File: src/hdl/lse_pkg.sv
// ----------------------------------------------------------------------------
// lse_pkg
// shared types, operation and status codes, and the controller/datapath
// command and status structs of the lifo stack engine
// ----------------------------------------------------------------------------
package lse_pkg;

  localparam int WORD_W = 32;

  typedef logic [2:0] kind_t;
  typedef logic [2:0] status_t;
  typedef logic signed [WORD_W-1:0] word_t;

  // operation kinds
  localparam kind_t KIND_PUSH = 3'd0;
  localparam kind_t KIND_LIST = 3'd1;
  localparam kind_t KIND_PEEK = 3'd2;
  localparam kind_t KIND_POP  = 3'd3;
  localparam kind_t KIND_SWAP = 3'd4;

  // result status codes
  localparam status_t ST_OK       = 3'd0;
  localparam status_t ST_EMPTY    = 3'd1;
  localparam status_t ST_SHORT    = 3'd2;
  localparam status_t ST_OVERFLOW = 3'd3;
  localparam status_t ST_HALTED   = 3'd4;

  // memory address selects
  typedef logic [1:0] asel_t;
  localparam asel_t ASEL_COUNT    = 2'd0;
  localparam asel_t ASEL_TOP      = 2'd1;
  localparam asel_t ASEL_SECOND   = 2'd2;
  localparam asel_t ASEL_IDX_NEXT = 2'd3;

  // memory write data selects
  typedef logic [1:0] dsel_t;
  localparam dsel_t DSEL_PUSH  = 2'd0;
  localparam dsel_t DSEL_RDATA = 2'd1;
  localparam dsel_t DSEL_TMP   = 2'd2;

  typedef struct packed {
    logic    mem_we;
    asel_t   waddr_sel;
    dsel_t   wdata_sel;
    logic    mem_re;
    asel_t   raddr_sel;
    logic    cnt_inc;
    logic    cnt_dec;
    logic    set_halt;
    logic    tmp_ld;
    logic    idx_ld;
    logic    idx_dec;
    logic    out_ld;
    logic    out_word_rd;
    status_t out_status;
    logic    out_last;
  } cmd_t;

  typedef struct packed {
    logic out_free;
    logic halted;
    logic empty;
    logic full;
    logic lt2;
    logic idx_zero;
  } sts_t;

endpackage

File: src/hdl/lse_ifs.sv
// ----------------------------------------------------------------------------
// lse channel interfaces
// valid/ready channels for operation words and result words
// ----------------------------------------------------------------------------
interface lse_in_if;
  logic            valid;
  logic            ready;
  lse_pkg::kind_t  kind;
  lse_pkg::word_t  push_value;

  modport source (output valid, output kind, output push_value, input ready);
  modport sink   (input valid, input kind, input push_value, output ready);
endinterface

interface lse_out_if;
  logic             valid;
  logic             ready;
  lse_pkg::word_t   word;
  lse_pkg::status_t status;
  logic             last;

  modport source (output valid, output word, output status, output last, input ready);
  modport sink   (input valid, input word, input status, input last, output ready);
endinterface

File: src/hdl/lse_ram.sv
// ----------------------------------------------------------------------------
// lse_ram
// generic single write port, single read port ram with registered read
// ----------------------------------------------------------------------------
module lse_ram #(
  parameter int WIDTH = 32,
  parameter int DEPTH = 32,
  localparam int AW = $clog2(DEPTH)
) (
  input  logic             clk,
  input  logic             we,
  input  logic [AW-1:0]    waddr,
  input  logic [WIDTH-1:0] wdata,
  input  logic             re,
  input  logic [AW-1:0]    raddr,
  output logic [WIDTH-1:0] rdata
);

  logic [WIDTH-1:0] mem [DEPTH];

  always_ff @(posedge clk) begin
    if (we) begin
      mem[waddr] <= wdata;
    end
    if (re) begin
      rdata <= mem[raddr];
    end
  end

endmodule

File: src/hdl/lse_ctrl.sv
// ----------------------------------------------------------------------------
// lse_ctrl
// operation sequencer: decodes each accepted word and steps the datapath
// ----------------------------------------------------------------------------
module lse_ctrl (
  input  logic            clk,
  input  logic            rst_n,
  input  logic            in_valid,
  input  lse_pkg::kind_t  in_kind,
  output logic            in_ready,
  input  lse_pkg::sts_t   sts,
  output lse_pkg::cmd_t   cmd
);

  localparam logic [2:0] S_IDLE   = 3'd0;
  localparam logic [2:0] S_PEEK   = 3'd1;
  localparam logic [2:0] S_LIST   = 3'd2;
  localparam logic [2:0] S_SWAP_A = 3'd3;
  localparam logic [2:0] S_SWAP_B = 3'd4;
  localparam logic [2:0] S_SWAP_C = 3'd5;
  localparam logic [2:0] S_RESP   = 3'd6;

  logic [2:0] state_r;
  logic [2:0] state_nxt;

  always_comb begin
    cmd        = '0;
    state_nxt  = state_r;
    in_ready   = 1'b0;
    cmd.out_status = lse_pkg::ST_OK;
    cmd.out_last   = 1'b1;
    unique case (state_r)
      S_IDLE: begin
        in_ready = sts.out_free;
        if (in_valid && sts.out_free) begin
          if (sts.halted) begin
            cmd.out_ld     = 1'b1;
            cmd.out_status = lse_pkg::ST_HALTED;
          end else begin
            unique case (in_kind)
              lse_pkg::KIND_PUSH: begin
                cmd.out_ld = 1'b1;
                if (sts.full) begin
                  cmd.out_status = lse_pkg::ST_OVERFLOW;
                  cmd.set_halt   = 1'b1;
                end else begin
                  cmd.mem_we    = 1'b1;
                  cmd.waddr_sel = lse_pkg::ASEL_COUNT;
                  cmd.wdata_sel = lse_pkg::DSEL_PUSH;
                  cmd.cnt_inc   = 1'b1;
                end
              end
              lse_pkg::KIND_LIST: begin
                // empty stack lists nothing
                if (!sts.empty) begin
                  cmd.idx_ld    = 1'b1;
                  cmd.mem_re    = 1'b1;
                  cmd.raddr_sel = lse_pkg::ASEL_TOP;
                  state_nxt     = S_LIST;
                end
              end
              lse_pkg::KIND_PEEK: begin
                if (sts.empty) begin
                  cmd.out_ld     = 1'b1;
                  cmd.out_status = lse_pkg::ST_EMPTY;
                  cmd.set_halt   = 1'b1;
                end else begin
                  cmd.mem_re    = 1'b1;
                  cmd.raddr_sel = lse_pkg::ASEL_TOP;
                  state_nxt     = S_PEEK;
                end
              end
              lse_pkg::KIND_POP: begin
                cmd.out_ld = 1'b1;
                if (sts.empty) begin
                  cmd.out_status = lse_pkg::ST_EMPTY;
                  cmd.set_halt   = 1'b1;
                end else begin
                  cmd.cnt_dec = 1'b1;
                end
              end
              lse_pkg::KIND_SWAP: begin
                if (sts.lt2) begin
                  cmd.out_ld     = 1'b1;
                  cmd.out_status = lse_pkg::ST_SHORT;
                  cmd.set_halt   = 1'b1;
                end else begin
                  cmd.mem_re    = 1'b1;
                  cmd.raddr_sel = lse_pkg::ASEL_TOP;
                  state_nxt     = S_SWAP_A;
                end
              end
              default: begin
                // undefined kinds are answered ok and ignored
                cmd.out_ld = 1'b1;
              end
            endcase
          end
        end
      end
      S_PEEK: begin
        if (sts.out_free) begin
          cmd.out_ld      = 1'b1;
          cmd.out_word_rd = 1'b1;
          state_nxt       = S_IDLE;
        end
      end
      S_LIST: begin
        if (sts.out_free) begin
          cmd.out_ld      = 1'b1;
          cmd.out_word_rd = 1'b1;
          cmd.out_last    = sts.idx_zero;
          if (sts.idx_zero) begin
            state_nxt = S_IDLE;
          end else begin
            cmd.idx_dec   = 1'b1;
            cmd.mem_re    = 1'b1;
            cmd.raddr_sel = lse_pkg::ASEL_IDX_NEXT;
          end
        end
      end
      S_SWAP_A: begin
        // hold the top entry, fetch the one below
        cmd.tmp_ld    = 1'b1;
        cmd.mem_re    = 1'b1;
        cmd.raddr_sel = lse_pkg::ASEL_SECOND;
        state_nxt     = S_SWAP_B;
      end
      S_SWAP_B: begin
        cmd.mem_we    = 1'b1;
        cmd.waddr_sel = lse_pkg::ASEL_TOP;
        cmd.wdata_sel = lse_pkg::DSEL_RDATA;
        state_nxt     = S_SWAP_C;
      end
      S_SWAP_C: begin
        cmd.mem_we    = 1'b1;
        cmd.waddr_sel = lse_pkg::ASEL_SECOND;
        cmd.wdata_sel = lse_pkg::DSEL_TMP;
        state_nxt     = S_RESP;
      end
      S_RESP: begin
        if (sts.out_free) begin
          cmd.out_ld = 1'b1;
          state_nxt  = S_IDLE;
        end
      end
      default: begin
        state_nxt = S_IDLE;
      end
    endcase
  end

  always_ff @(posedge clk) begin
    if (!rst_n) begin
      state_r <= S_IDLE;
    end else begin
      state_r <= state_nxt;
    end
  end

endmodule

File: src/hdl/lse_dp.sv
// ----------------------------------------------------------------------------
// lse_dp
// stack datapath: entry store, entry count, halt flag, list index, swap
// holding register and the result register
// ----------------------------------------------------------------------------
module lse_dp #(
  parameter int STACK_DEPTH = 32
) (
  input  logic             clk,
  input  logic             rst_n,
  input  lse_pkg::cmd_t    cmd,
  input  lse_pkg::word_t   push_value,
  output lse_pkg::sts_t    sts,
  input  logic             out_ready,
  output logic             out_valid,
  output lse_pkg::word_t   out_word,
  output lse_pkg::status_t out_status,
  output logic             out_last
);

  localparam int CNT_W  = $clog2(STACK_DEPTH + 1);
  localparam int ADDR_W = $clog2(STACK_DEPTH);

  logic [CNT_W-1:0]  count_r, count_nxt;
  logic              halted_r, halted_nxt;
  logic [ADDR_W-1:0] idx_r, idx_nxt;
  lse_pkg::word_t    tmp_r, tmp_nxt;
  logic              out_valid_r, out_valid_nxt;
  lse_pkg::word_t    out_word_r, out_word_nxt;
  lse_pkg::status_t  out_status_r, out_status_nxt;
  logic              out_last_r, out_last_nxt;

  logic [ADDR_W-1:0] top_addr, second_addr, idx_next, waddr, raddr;
  lse_pkg::word_t    wdata, rdata;
  logic              out_free;

  assign top_addr    = ADDR_W'(count_r - CNT_W'(1));
  assign second_addr = ADDR_W'(count_r - CNT_W'(2));
  assign idx_next    = idx_r - ADDR_W'(1);
  assign out_free    = !out_valid_r || out_ready;

  always_comb begin
    unique case (cmd.waddr_sel)
      lse_pkg::ASEL_COUNT:  waddr = count_r[ADDR_W-1:0];
      lse_pkg::ASEL_TOP:    waddr = top_addr;
      lse_pkg::ASEL_SECOND: waddr = second_addr;
      default:              waddr = idx_next;
    endcase
    unique case (cmd.raddr_sel)
      lse_pkg::ASEL_TOP:    raddr = top_addr;
      lse_pkg::ASEL_SECOND: raddr = second_addr;
      lse_pkg::ASEL_IDX_NEXT: raddr = idx_next;
      default:              raddr = count_r[ADDR_W-1:0];
    endcase
    unique case (cmd.wdata_sel)
      lse_pkg::DSEL_PUSH:  wdata = push_value;
      lse_pkg::DSEL_RDATA: wdata = rdata;
      lse_pkg::DSEL_TMP:   wdata = tmp_r;
      default:             wdata = push_value;
    endcase
  end

  lse_ram #(
    .WIDTH (lse_pkg::WORD_W),
    .DEPTH (STACK_DEPTH)
  ) u_store (
    .clk   (clk),
    .we    (cmd.mem_we),
    .waddr (waddr),
    .wdata (wdata),
    .re    (cmd.mem_re),
    .raddr (raddr),
    .rdata (rdata)
  );

  always_comb begin
    count_nxt      = count_r;
    halted_nxt     = halted_r || cmd.set_halt;
    idx_nxt        = idx_r;
    tmp_nxt        = tmp_r;
    out_valid_nxt  = out_valid_r && !out_ready;
    out_word_nxt   = out_word_r;
    out_status_nxt = out_status_r;
    out_last_nxt   = out_last_r;
    if (cmd.cnt_inc) begin
      count_nxt = count_r + CNT_W'(1);
    end else if (cmd.cnt_dec) begin
      count_nxt = count_r - CNT_W'(1);
    end
    if (cmd.idx_ld) begin
      idx_nxt = top_addr;
    end else if (cmd.idx_dec) begin
      idx_nxt = idx_next;
    end
    if (cmd.tmp_ld) begin
      tmp_nxt = rdata;
    end
    if (cmd.out_ld) begin
      out_valid_nxt  = 1'b1;
      out_word_nxt   = cmd.out_word_rd ? rdata : '0;
      out_status_nxt = cmd.out_status;
      out_last_nxt   = cmd.out_last;
    end
  end

  always_ff @(posedge clk) begin
    if (!rst_n) begin
      count_r     <= '0;
      halted_r    <= 1'b0;
      out_valid_r <= 1'b0;
    end else begin
      count_r     <= count_nxt;
      halted_r    <= halted_nxt;
      out_valid_r <= out_valid_nxt;
    end
  end

  always_ff @(posedge clk) begin
    idx_r        <= idx_nxt;
    tmp_r        <= tmp_nxt;
    out_word_r   <= out_word_nxt;
    out_status_r <= out_status_nxt;
    out_last_r   <= out_last_nxt;
  end

  assign sts.out_free = out_free;
  assign sts.halted   = halted_r;
  assign sts.empty    = (count_r == '0);
  assign sts.full     = (count_r == CNT_W'(STACK_DEPTH));
  assign sts.lt2      = (count_r < CNT_W'(2));
  assign sts.idx_zero = (idx_r == '0);

  assign out_valid  = out_valid_r;
  assign out_word   = out_word_r;
  assign out_status = out_status_r;
  assign out_last   = out_last_r;

endmodule

File: src/hdl/lifo_stack_engine_top.sv
// ----------------------------------------------------------------------------
// lifo_stack_engine_top
// bounded lifo stack of signed 32-bit words driven by operation words
// ----------------------------------------------------------------------------
// usage
//   in_chan carries one operation word: kind (push, list all, peek, pop,
//   swap) and push_value. out_chan returns result words: word, status and
//   last, where last marks the final result of an operation.
//   an operation word is taken only while the sequencer is idle and the
//   result register is empty or being drained in the same cycle.
//   push, pop, undefined kinds and every error answer in the cycle after
//   the word is taken and run at one word per cycle while results drain.
//   peek answers after a registered read of the entry store.
//   swap makes two reads and two writes on the store (one read and one
//   write port), then answers with the result.
//   list all gives its entries top to bottom, one entry per cycle while
//   the receiver keeps up; an empty stack gives nothing.
//   a stalled receiver holds the result register and the sequencer waits.
//   any error halts the engine; each later word answers status halted.
//   reset (synchronous, active low) empties the stack and clears the halt;
//   the entry store itself is not cleared, nothing is read before written.
// ----------------------------------------------------------------------------
module lifo_stack_engine_top #(
  parameter int STACK_DEPTH = 32
) (
  input  logic       clk,
  input  logic       rst_n,
  lse_in_if.sink     in_chan,
  lse_out_if.source  out_chan
);

  // command and status between sequencer and datapath
  lse_pkg::cmd_t    cmd;
  lse_pkg::sts_t    sts;

  logic             in_ready;
  logic             out_valid;
  lse_pkg::word_t   out_word;
  lse_pkg::status_t out_status;
  logic             out_last;

  // sequencer
  lse_ctrl u_ctrl (
    .clk      (clk),
    .rst_n    (rst_n),
    .in_valid (in_chan.valid),
    .in_kind  (in_chan.kind),
    .in_ready (in_ready),
    .sts      (sts),
    .cmd      (cmd)
  );

  // store, counters and result register
  lse_dp #(
    .STACK_DEPTH (STACK_DEPTH)
  ) u_dp (
    .clk        (clk),
    .rst_n      (rst_n),
    .cmd        (cmd),
    .push_value (in_chan.push_value),
    .sts        (sts),
    .out_ready  (out_chan.ready),
    .out_valid  (out_valid),
    .out_word   (out_word),
    .out_status (out_status),
    .out_last   (out_last)
  );

  assign in_chan.ready   = in_ready;
  assign out_chan.valid  = out_valid;
  assign out_chan.word   = out_word;
  assign out_chan.status = out_status;
  assign out_chan.last   = out_last;

  // a word is only taken when its result has room to land
  a_accept_needs_room : assert property (@(posedge clk) disable iff (!rst_n)
    (in_chan.valid && in_chan.ready) |-> (!out_chan.valid || out_chan.ready))
    else $error("word taken while result register blocked");

  // once halted, every result loaded reports halted
  a_halted_results : assert property (@(posedge clk) disable iff (!rst_n)
    (sts.halted && cmd.out_ld) |-> (cmd.out_status == lse_pkg::ST_HALTED))
    else $error("non-halted status issued after halt");

  // halting always comes with an error result
  a_halt_has_error : assert property (@(posedge clk) disable iff (!rst_n)
    $rose(sts.halted) |-> ($past(cmd.out_ld) && ($past(cmd.out_status) != lse_pkg::ST_OK)))
    else $error("halt without error result");

  // the result register is never reloaded while a result is stuck
  a_no_overwrite : assert property (@(posedge clk) disable iff (!rst_n)
    (out_chan.valid && !out_chan.ready) |-> !cmd.out_ld)
    else $error("result overwritten while stalled");

endmodule

File: src/flat_wrapper.sv
// flat-port wrapper written by rule: the top's interface ports become plain ports
module lifo_stack_engine_top_flat 
#(
  parameter int STACK_DEPTH = 32
)
  (clk, rst_n, in_chan_valid, in_chan_kind, in_chan_push_value, in_chan_ready, out_chan_valid, out_chan_word, out_chan_status, out_chan_last, out_chan_ready);
  lse_in_if in_chan_i ();
  lse_out_if out_chan_i ();
  input  logic clk;
  input  logic rst_n;
  input wire logic [$bits(in_chan_i.valid)-1:0] in_chan_valid;
  input wire logic [$bits(in_chan_i.kind)-1:0] in_chan_kind;
  input wire logic [$bits(in_chan_i.push_value)-1:0] in_chan_push_value;
  output wire logic [$bits(in_chan_i.ready)-1:0] in_chan_ready;
  output wire logic [$bits(out_chan_i.valid)-1:0] out_chan_valid;
  output wire logic [$bits(out_chan_i.word)-1:0] out_chan_word;
  output wire logic [$bits(out_chan_i.status)-1:0] out_chan_status;
  output wire logic [$bits(out_chan_i.last)-1:0] out_chan_last;
  input wire logic [$bits(out_chan_i.ready)-1:0] out_chan_ready;
  assign in_chan_i.valid = in_chan_valid;
  assign in_chan_i.kind = in_chan_kind;
  assign in_chan_i.push_value = in_chan_push_value;
  assign in_chan_ready = in_chan_i.ready;
  assign out_chan_valid = out_chan_i.valid;
  assign out_chan_word = out_chan_i.word;
  assign out_chan_status = out_chan_i.status;
  assign out_chan_last = out_chan_i.last;
  assign out_chan_i.ready = out_chan_ready;
  lifo_stack_engine_top #(.STACK_DEPTH(STACK_DEPTH)) u_core (.clk(clk), .rst_n(rst_n), .in_chan(in_chan_i), .out_chan(out_chan_i));
endmodule
File: config.mk
export PLATFORM = sky130hd
export DESIGN_NAME = lifo_stack_engine_top_flat
export DESIGN_NICKNAME = d
export VERILOG_FILES = /design/src/hdl/lse_pkg.sv /design/src/hdl/lse_ifs.sv /design/src/hdl/lse_ram.sv /design/src/hdl/lse_ctrl.sv /design/src/hdl/lse_dp.sv /design/src/hdl/lifo_stack_engine_top.sv /design/src/flat_wrapper.sv
export SDC_FILE = /design/constraint.sdc
export NUM_CORES = 2
export LEC_CHECK = 0
export ABC_AREA = 1
export BUFFER_PORTS_ARGS = -buffer_cell sky130_fd_sc_hd__buf_2
export CELL_PAD_IN_SITES_DETAIL_PLACEMENT = 1
export CELL_PAD_IN_SITES_GLOBAL_PLACEMENT = 2
export CORE_MARGIN = 10
export CORE_UTILIZATION = 47
export DETAILED_ROUTE_END_ITERATION = 7
export PLACE_DENSITY_LB_ADDON = 0.1
export SLEW_MARGIN = 20
export SYNTH_ARGS = -nofsm -noshare
export SYNTH_HDL_FRONTEND = slang
export SYNTH_SLANG_ARGS = --single-unit
File: constraint.sdc
create_clock -name clk -period 11.29 [get_ports clk]
set_input_delay 1.129 -clock clk [delete_from_list [all_inputs] [get_ports clk]]
set_output_delay 1.129 -clock clk [all_outputs]
set_load 0.1 [all_outputs]
After elaboration in Yosys (flattened, before gate mapping)
Memories as Yosys holds them, arrays and structs flattened. A register that Yosys moved wholly into a read port is not among the register bits.
Cells that the tools add are included.
Widths: inputs -> output; s select.
- register bits after elaboration: 84
- memory bits (writable): 1024
- input port bits: 39
- word-level logic and storage cells: 126
- memories: 1
- add/subtract/negate cells: 4
- order comparisons: 1
- equal/unequal tests: 27
- muxes and demuxes: 61
- bitwise logic cells: 2
- reduce and logical (&&, ||, !) cells: 20
- memory list (memory ; words ; width ; rd ports ; clocked after Yosys merged registers in ; wr ports ; line ; text):
    u_core.u_dp.u_store.mem ; 32 ; 32 ; 1 ; 1 ; 1 ; lse_ram.sv:19 ; logic [WIDTH-1:0] mem [DEPTH];
- operators by type and width (operator ; count):
    $pmux 32 s2 ; 1
    $mux 3 ; 15
    $pmux 5 s3 ; 3
    $mux 1 ; 22
    $mux 11 ; 2
    $mux 5 ; 4
    $pmux 3 s3 ; 2
    $pmux 3 s6 ; 1
    $eq 3x2->1 const B ; 4
    $eq 3x3->1 const B ; 4
    $mux 6 ; 2
    $ne 3x3->1 const B ; 3
    $reduce_and 9->1 ; 1
    $eq 2x2->1 const B ; 4
    $ne 2x2->1 const B ; 4
    $add 6x1->6 const B ; 1
    $eq 2x1->1 const B ; 3
    $eq 3x1->1 const B ; 2
    $eq 6x6->1 const B ; 1
    $logic_not 3->1 ; 2
    $logic_not 6->1 ; 1
    $lt 6x2->1 const B ; 1
    $mux 2 ; 3
    $pmux 1 s3 ; 2
    19 further kinds ; 27

Logic depth before layout (Yosys ltp)
- word-level depth: 8
- gate-level depth with buffers: 18

Cells and area by module
Synthesis repeated with hierarchy kept, for this count alone.
- cell total of the unflattened synthesis: 4107
- area, all modules: 47408.0 sq um
- by module, submodules not included (module ; times used ; cells an instance ; area an instance (sq um)):
    lse_ram ; 1 ; 3536 ; 42726.0
    lse_dp ; 1 ; 472 ; 4152.7
    lse_ctrl ; 1 ; 99 ; 529.3

Least setup slack after synthesis
OpenSTA, ideal clock, no wires.
- kind: input port to output port
- start: in out_chan_ready
- end: out in_chan_ready
- data arrival time: 3.233 ns
- data required time: 10.161 ns
- setup slack: 6.928 ns
- stages: 2
- path buffers: 0
- cells stage by stage: nor2_1 nor3_1
- longest elaborated chain between the ends: 2
- RTL lines (what ; line ; text):
    start: declaration ; flat_wrapper.sv:19 ; input wire logic [$bits(out_chan_i.ready)-1:0] out_chan_ready;
    $logic_or 1x1->1 ; lse_dp.sv:40 ; assign out_free = !out_valid_r || out_ready;
    $mux 1 ; lse_ctrl.sv:32 ; unique case (state_r)
    end: declaration ; flat_wrapper.sv:14 ; output wire logic [$bits(in_chan_i.ready)-1:0] in_chan_ready;
No other way between the ends.

Worst setup path after layout
- start: reg u_core.u_dp.count_r[0]
- end: reg u_core.u_dp.u_store.rdata[14] (read register of u_core.u_dp.u_store.mem), data pin
- longest elaborated chain between the ends: 8
- RTL lines (what ; line ; text):
    start: declaration ; lse_dp.sv:24 ; logic [CNT_W-1:0] count_r, count_nxt;
    start signal: assignment ; lse_dp.sv:112 ; count_r <= count_nxt;
    $lt 6x2->1 or $logic_not 6->1 (tied branches) ; lse_dp.sv:130, lse_dp.sv:128 ;
    $mux 3 (on tied branches) ; lse_ctrl.sv:83, lse_ctrl.sv:55, lse_ctrl.sv:63 ;
    $pmux 3 s2 ; lse_ctrl.sv:40 ; unique case (in_kind)
    $mux 11 ; lse_ctrl.sv:36 ; if (sts.halted) begin
    $mux 11 ; lse_ctrl.sv:35 ; if (in_valid && sts.out_free) begin
    $pmux 3 s3 ; lse_ctrl.sv:32 ;
    $eq 2x2->1 or $eq 2x1->1 (tied branches) ; lse_dp.sv:49 ; unique case (cmd.raddr_sel)
    $pmux 5 s3 ; lse_dp.sv:49 ;
    end: declaration ; lse_ram.sv:16 ; output logic [WIDTH-1:0] rdata
Parallel ways exist; a longest one is shown, timed or not.
A chain may end at the register's enable or synchronous reset.

==> out/metrics.cfg <==
[yosys]
async_flop_share_pct=0
avgSynthCellArea_um2=12.04
ys_types=43
seq_area_frac_synth_pct=72.77
yosys_warnings=0
synth.top_cell.area_share_pct=72.30
synth_area_mm2=0.04689
synth-edff-count=1129
ys_ff_latch=1140
synth_flop_cell=edfxtp_1
yosys.area.top_type=edfxtp_1
synthTopCellsByArea=edfxtp_1 (72%), nand3_1 (13%), nand2_1 (7.9%)
syn_inst=3895
synth_fp_nets=3946

[clock_network]
clockBufferDepth=3
clk_root_buffer_cell=clkbuf_16
clk-insertion-delay-late_ns=0.70
htreeDepth=3
post_cts_buffers=0
cts_buffers=118
cts_hold_buffers=0
cts_resized=0
cts.reportedPaths.clkPinSlew_ns=0.06
cts.sinks=1140
cts_tree=built

[route]
via_per_inst=6.047
drt_pass1_iterations=5
wl_mm=149.3
drt_iter0_drc=2993
detail-route-antenna-nets=0
drc=0
wl_per_cell_um=28.12
vias=32120

[placed_design]
gp_congestion=0.8797
pre_cts_slack_ns=4.846
dpl_cell_area_mm2=0.04877
io_buffers=76
place_inst=5092
place_hpwl_mm=80.63

[worst_setup_path]
worstSetupPathType=reg -> reg
critical_path_peak_fanout=180
worst_ep_required_time_ns=11.82
start_kind=register
crit_arrival_ns=6.34
endpoint_kind=register

[timing]
finalSetupTns_ns=0
rsz0062_at_grt=no
clock_skew_ns=0.02969
max_clock_freq_mhz=172.0
fin_ws_ns=5.477
slew_headroom_pct=22.67
worstMarginPinSlew_ns=1.160
hold_viol=0
period_share_pct=51.49
finalCriticalPeriod_ns=5.813
finalMaxSlewViolations=0
setup_viol=0

[min_path]
hp-class=reg -> reg

[finish]
area_growth_pct=12.15
seq_area_mm2=0.03412
nets=3976
nFillCells=9979
finalInstanceArea_mm2=0.05259
multi_input_area_mm2=0.01158
drive_above_1_share_pct=10.79
final_cells=5311

[die]
core_mm2=0.09871
die_area_mm2=0.1128
start_util_pct=47.51
die_y_um=335.9
rows=115
io_pins=77
die_x_um=335.9

[global_route]
grt_pass1_wl_mm=220.4
grt_max_degree=209
grt_pass1_vias=33870
antenna_found_initial=0
overflow=0
grt_use_total_pct=26.12

[power_and_ir_drop]
total_power_uw=16750
p_leak_uw=0.01838
p_per_area_mw_per_mm2=318.5
vdd_drop_max_v=0.0003275

[run_status]
status=finished clean

[flow_run]
drv_cap=0

-- Yosys cell counts (6+ instances only) --
library cell / n
buf_4: 12
xor2_1: 7
nand2_2: 6
inv_1: 82
a31oi_1: 36
buf_1: 13
ha_1: 12
dfxtp_1: 11
o21ai_0: 18
buf_2: 168
clkbuf_1: 37
nand3_1: 1175
nand2_1: 981
edfxtp_1: 1129
a21oi_1: 13
buf_6: 27
nor2_1: 118
-- cell families after synthesis --
| kind of cell | synth area share, % |
|---|---|
| DFF | 72.77 |
| xor gates and xnor gates | 0.1494 |
| adders and majority gates | 0.3202 |
| buffers and inverters | 3.730 |
| and+or+nand+nor | 21.83 |
| AOI/OAI and AO/OA | 1.198 |
-- report_power, final --
part           internal [uW]  switching [uW]  total (uW)
combinational           1550            5370        6920
sequential              5770             179        5950
clock                   2260            1620        3880
total                   9580            7170       16800
-- layout make-up --
type / count / share of cell area (%)
Timing Repair Buffer: 167 / 2.148
Multi-Input combinational cell: 2411 / 22.02
Sequential cell: 1140 / 64.88
Clock inverter: 69 / 1.337
Clock buffer: 149 / 5.914
Tap cell: 1287 / 3.062
Inverter: 87 / 0.6305
Antenna cell: 1 / 0.004758
-- flip-flops by register name (all words and copies together), names as in the netlist --
signal and count:
u_core.u_dp.u_store.mem 1024, u_core.u_dp.u_store.rdata 32, u_core.u_dp.out_last 1, u_core.u_dp.out_word 32
u_core.u_dp.idx_r 5, u_core.u_dp.out_valid 1, u_core.u_dp.tmp_r 32, u_core.u_ctrl.state_r 3
u_core.u_dp.out_status 3, u_core.u_dp.halted_r 1, u_core.u_dp.count_r 6
-- path summary, 6_finish.rpt --
path                                            from                                       to  slack (ns)  cells past startpoint
max              u_core.u_dp.count_r[0]$_SDFFE_PN0P_  u_core.u_dp.u_store.rdata[14]$_DFFE_PP_        5.48                     18
min          u_core.u_dp.u_store.rdata[14]$_DFFE_PP_          u_core.u_dp.tmp_r[14]$_DFFE_PP_        0.48                      0
max reg2reg      u_core.u_dp.count_r[0]$_SDFFE_PN0P_  u_core.u_dp.u_store.rdata[14]$_DFFE_PP_        5.48                     18
min reg2reg  u_core.u_dp.u_store.rdata[14]$_DFFE_PP_          u_core.u_dp.tmp_r[14]$_DFFE_PP_        0.48                      0
-- layer usage --
layer / part of all wire (%) / GRT usage [%] / wire, um / up-vias
li1: - / - / - / 14040
met1: 41 / 33.35 / 61110 / 16870
met2: 51 / 45.83 / 76350 / 997
met3: 5.1 / 3.273 / 7542 / 211
met4: 2.9 / 8.561 / 4344 / 0
met5: 0 / 0 / 0 / -
-- cell usage in the layout, fill, tap and decap left out, types with 7 or more instances in the layout --
cell type and instances:
a31oi_2 31, bufinv_16 14, a21oi_1 13, buf_4 85, inv_6 7, nand2_1 981, ha_1 11, clkbuf_16 119
clkbuf_1 28, xor2_1 7, nor2_4 34, edfxtp_1 1129, clkinv_2 24, clkinv_1 22, buf_2 76, o21ai_0 17
nand3_1 1172, dfxtp_1 11, inv_1 81, nor2_1 86
-- worst max-delay path, stage by stage (launching register included) --
cell	delay [ns]
dfxtp_1	0.64
inv_1	0.25
ha_1	0.31
nand3_2	0.13
nand2_1	0.10
nand2_2	0.14
nand2_4	0.12
nand2_2	0.12
nand3_4	0.06
buf_4	0.37
nand2_8	0.65
buf_12	0.64
buf_6	0.71
nand2_1	0.13
nand3_1	0.14
nand3_1	0.14
nand3_1	0.17
nand3_1	0.25
nand2_1	0.22
-- metrics by stage --
stage | hold WS (ns) | util (%)
final | 0.4797 | 53.28
after global routing | 0.5199 | 53.28
after CTS | 0.4753 | 53.27
after detailed placement | 0.4682 | 49.41
after global placement | 0.4702 | 49.41
after floorplan | 0.4503 | -
Note: power is estimated with default switching activity, not from simulation.
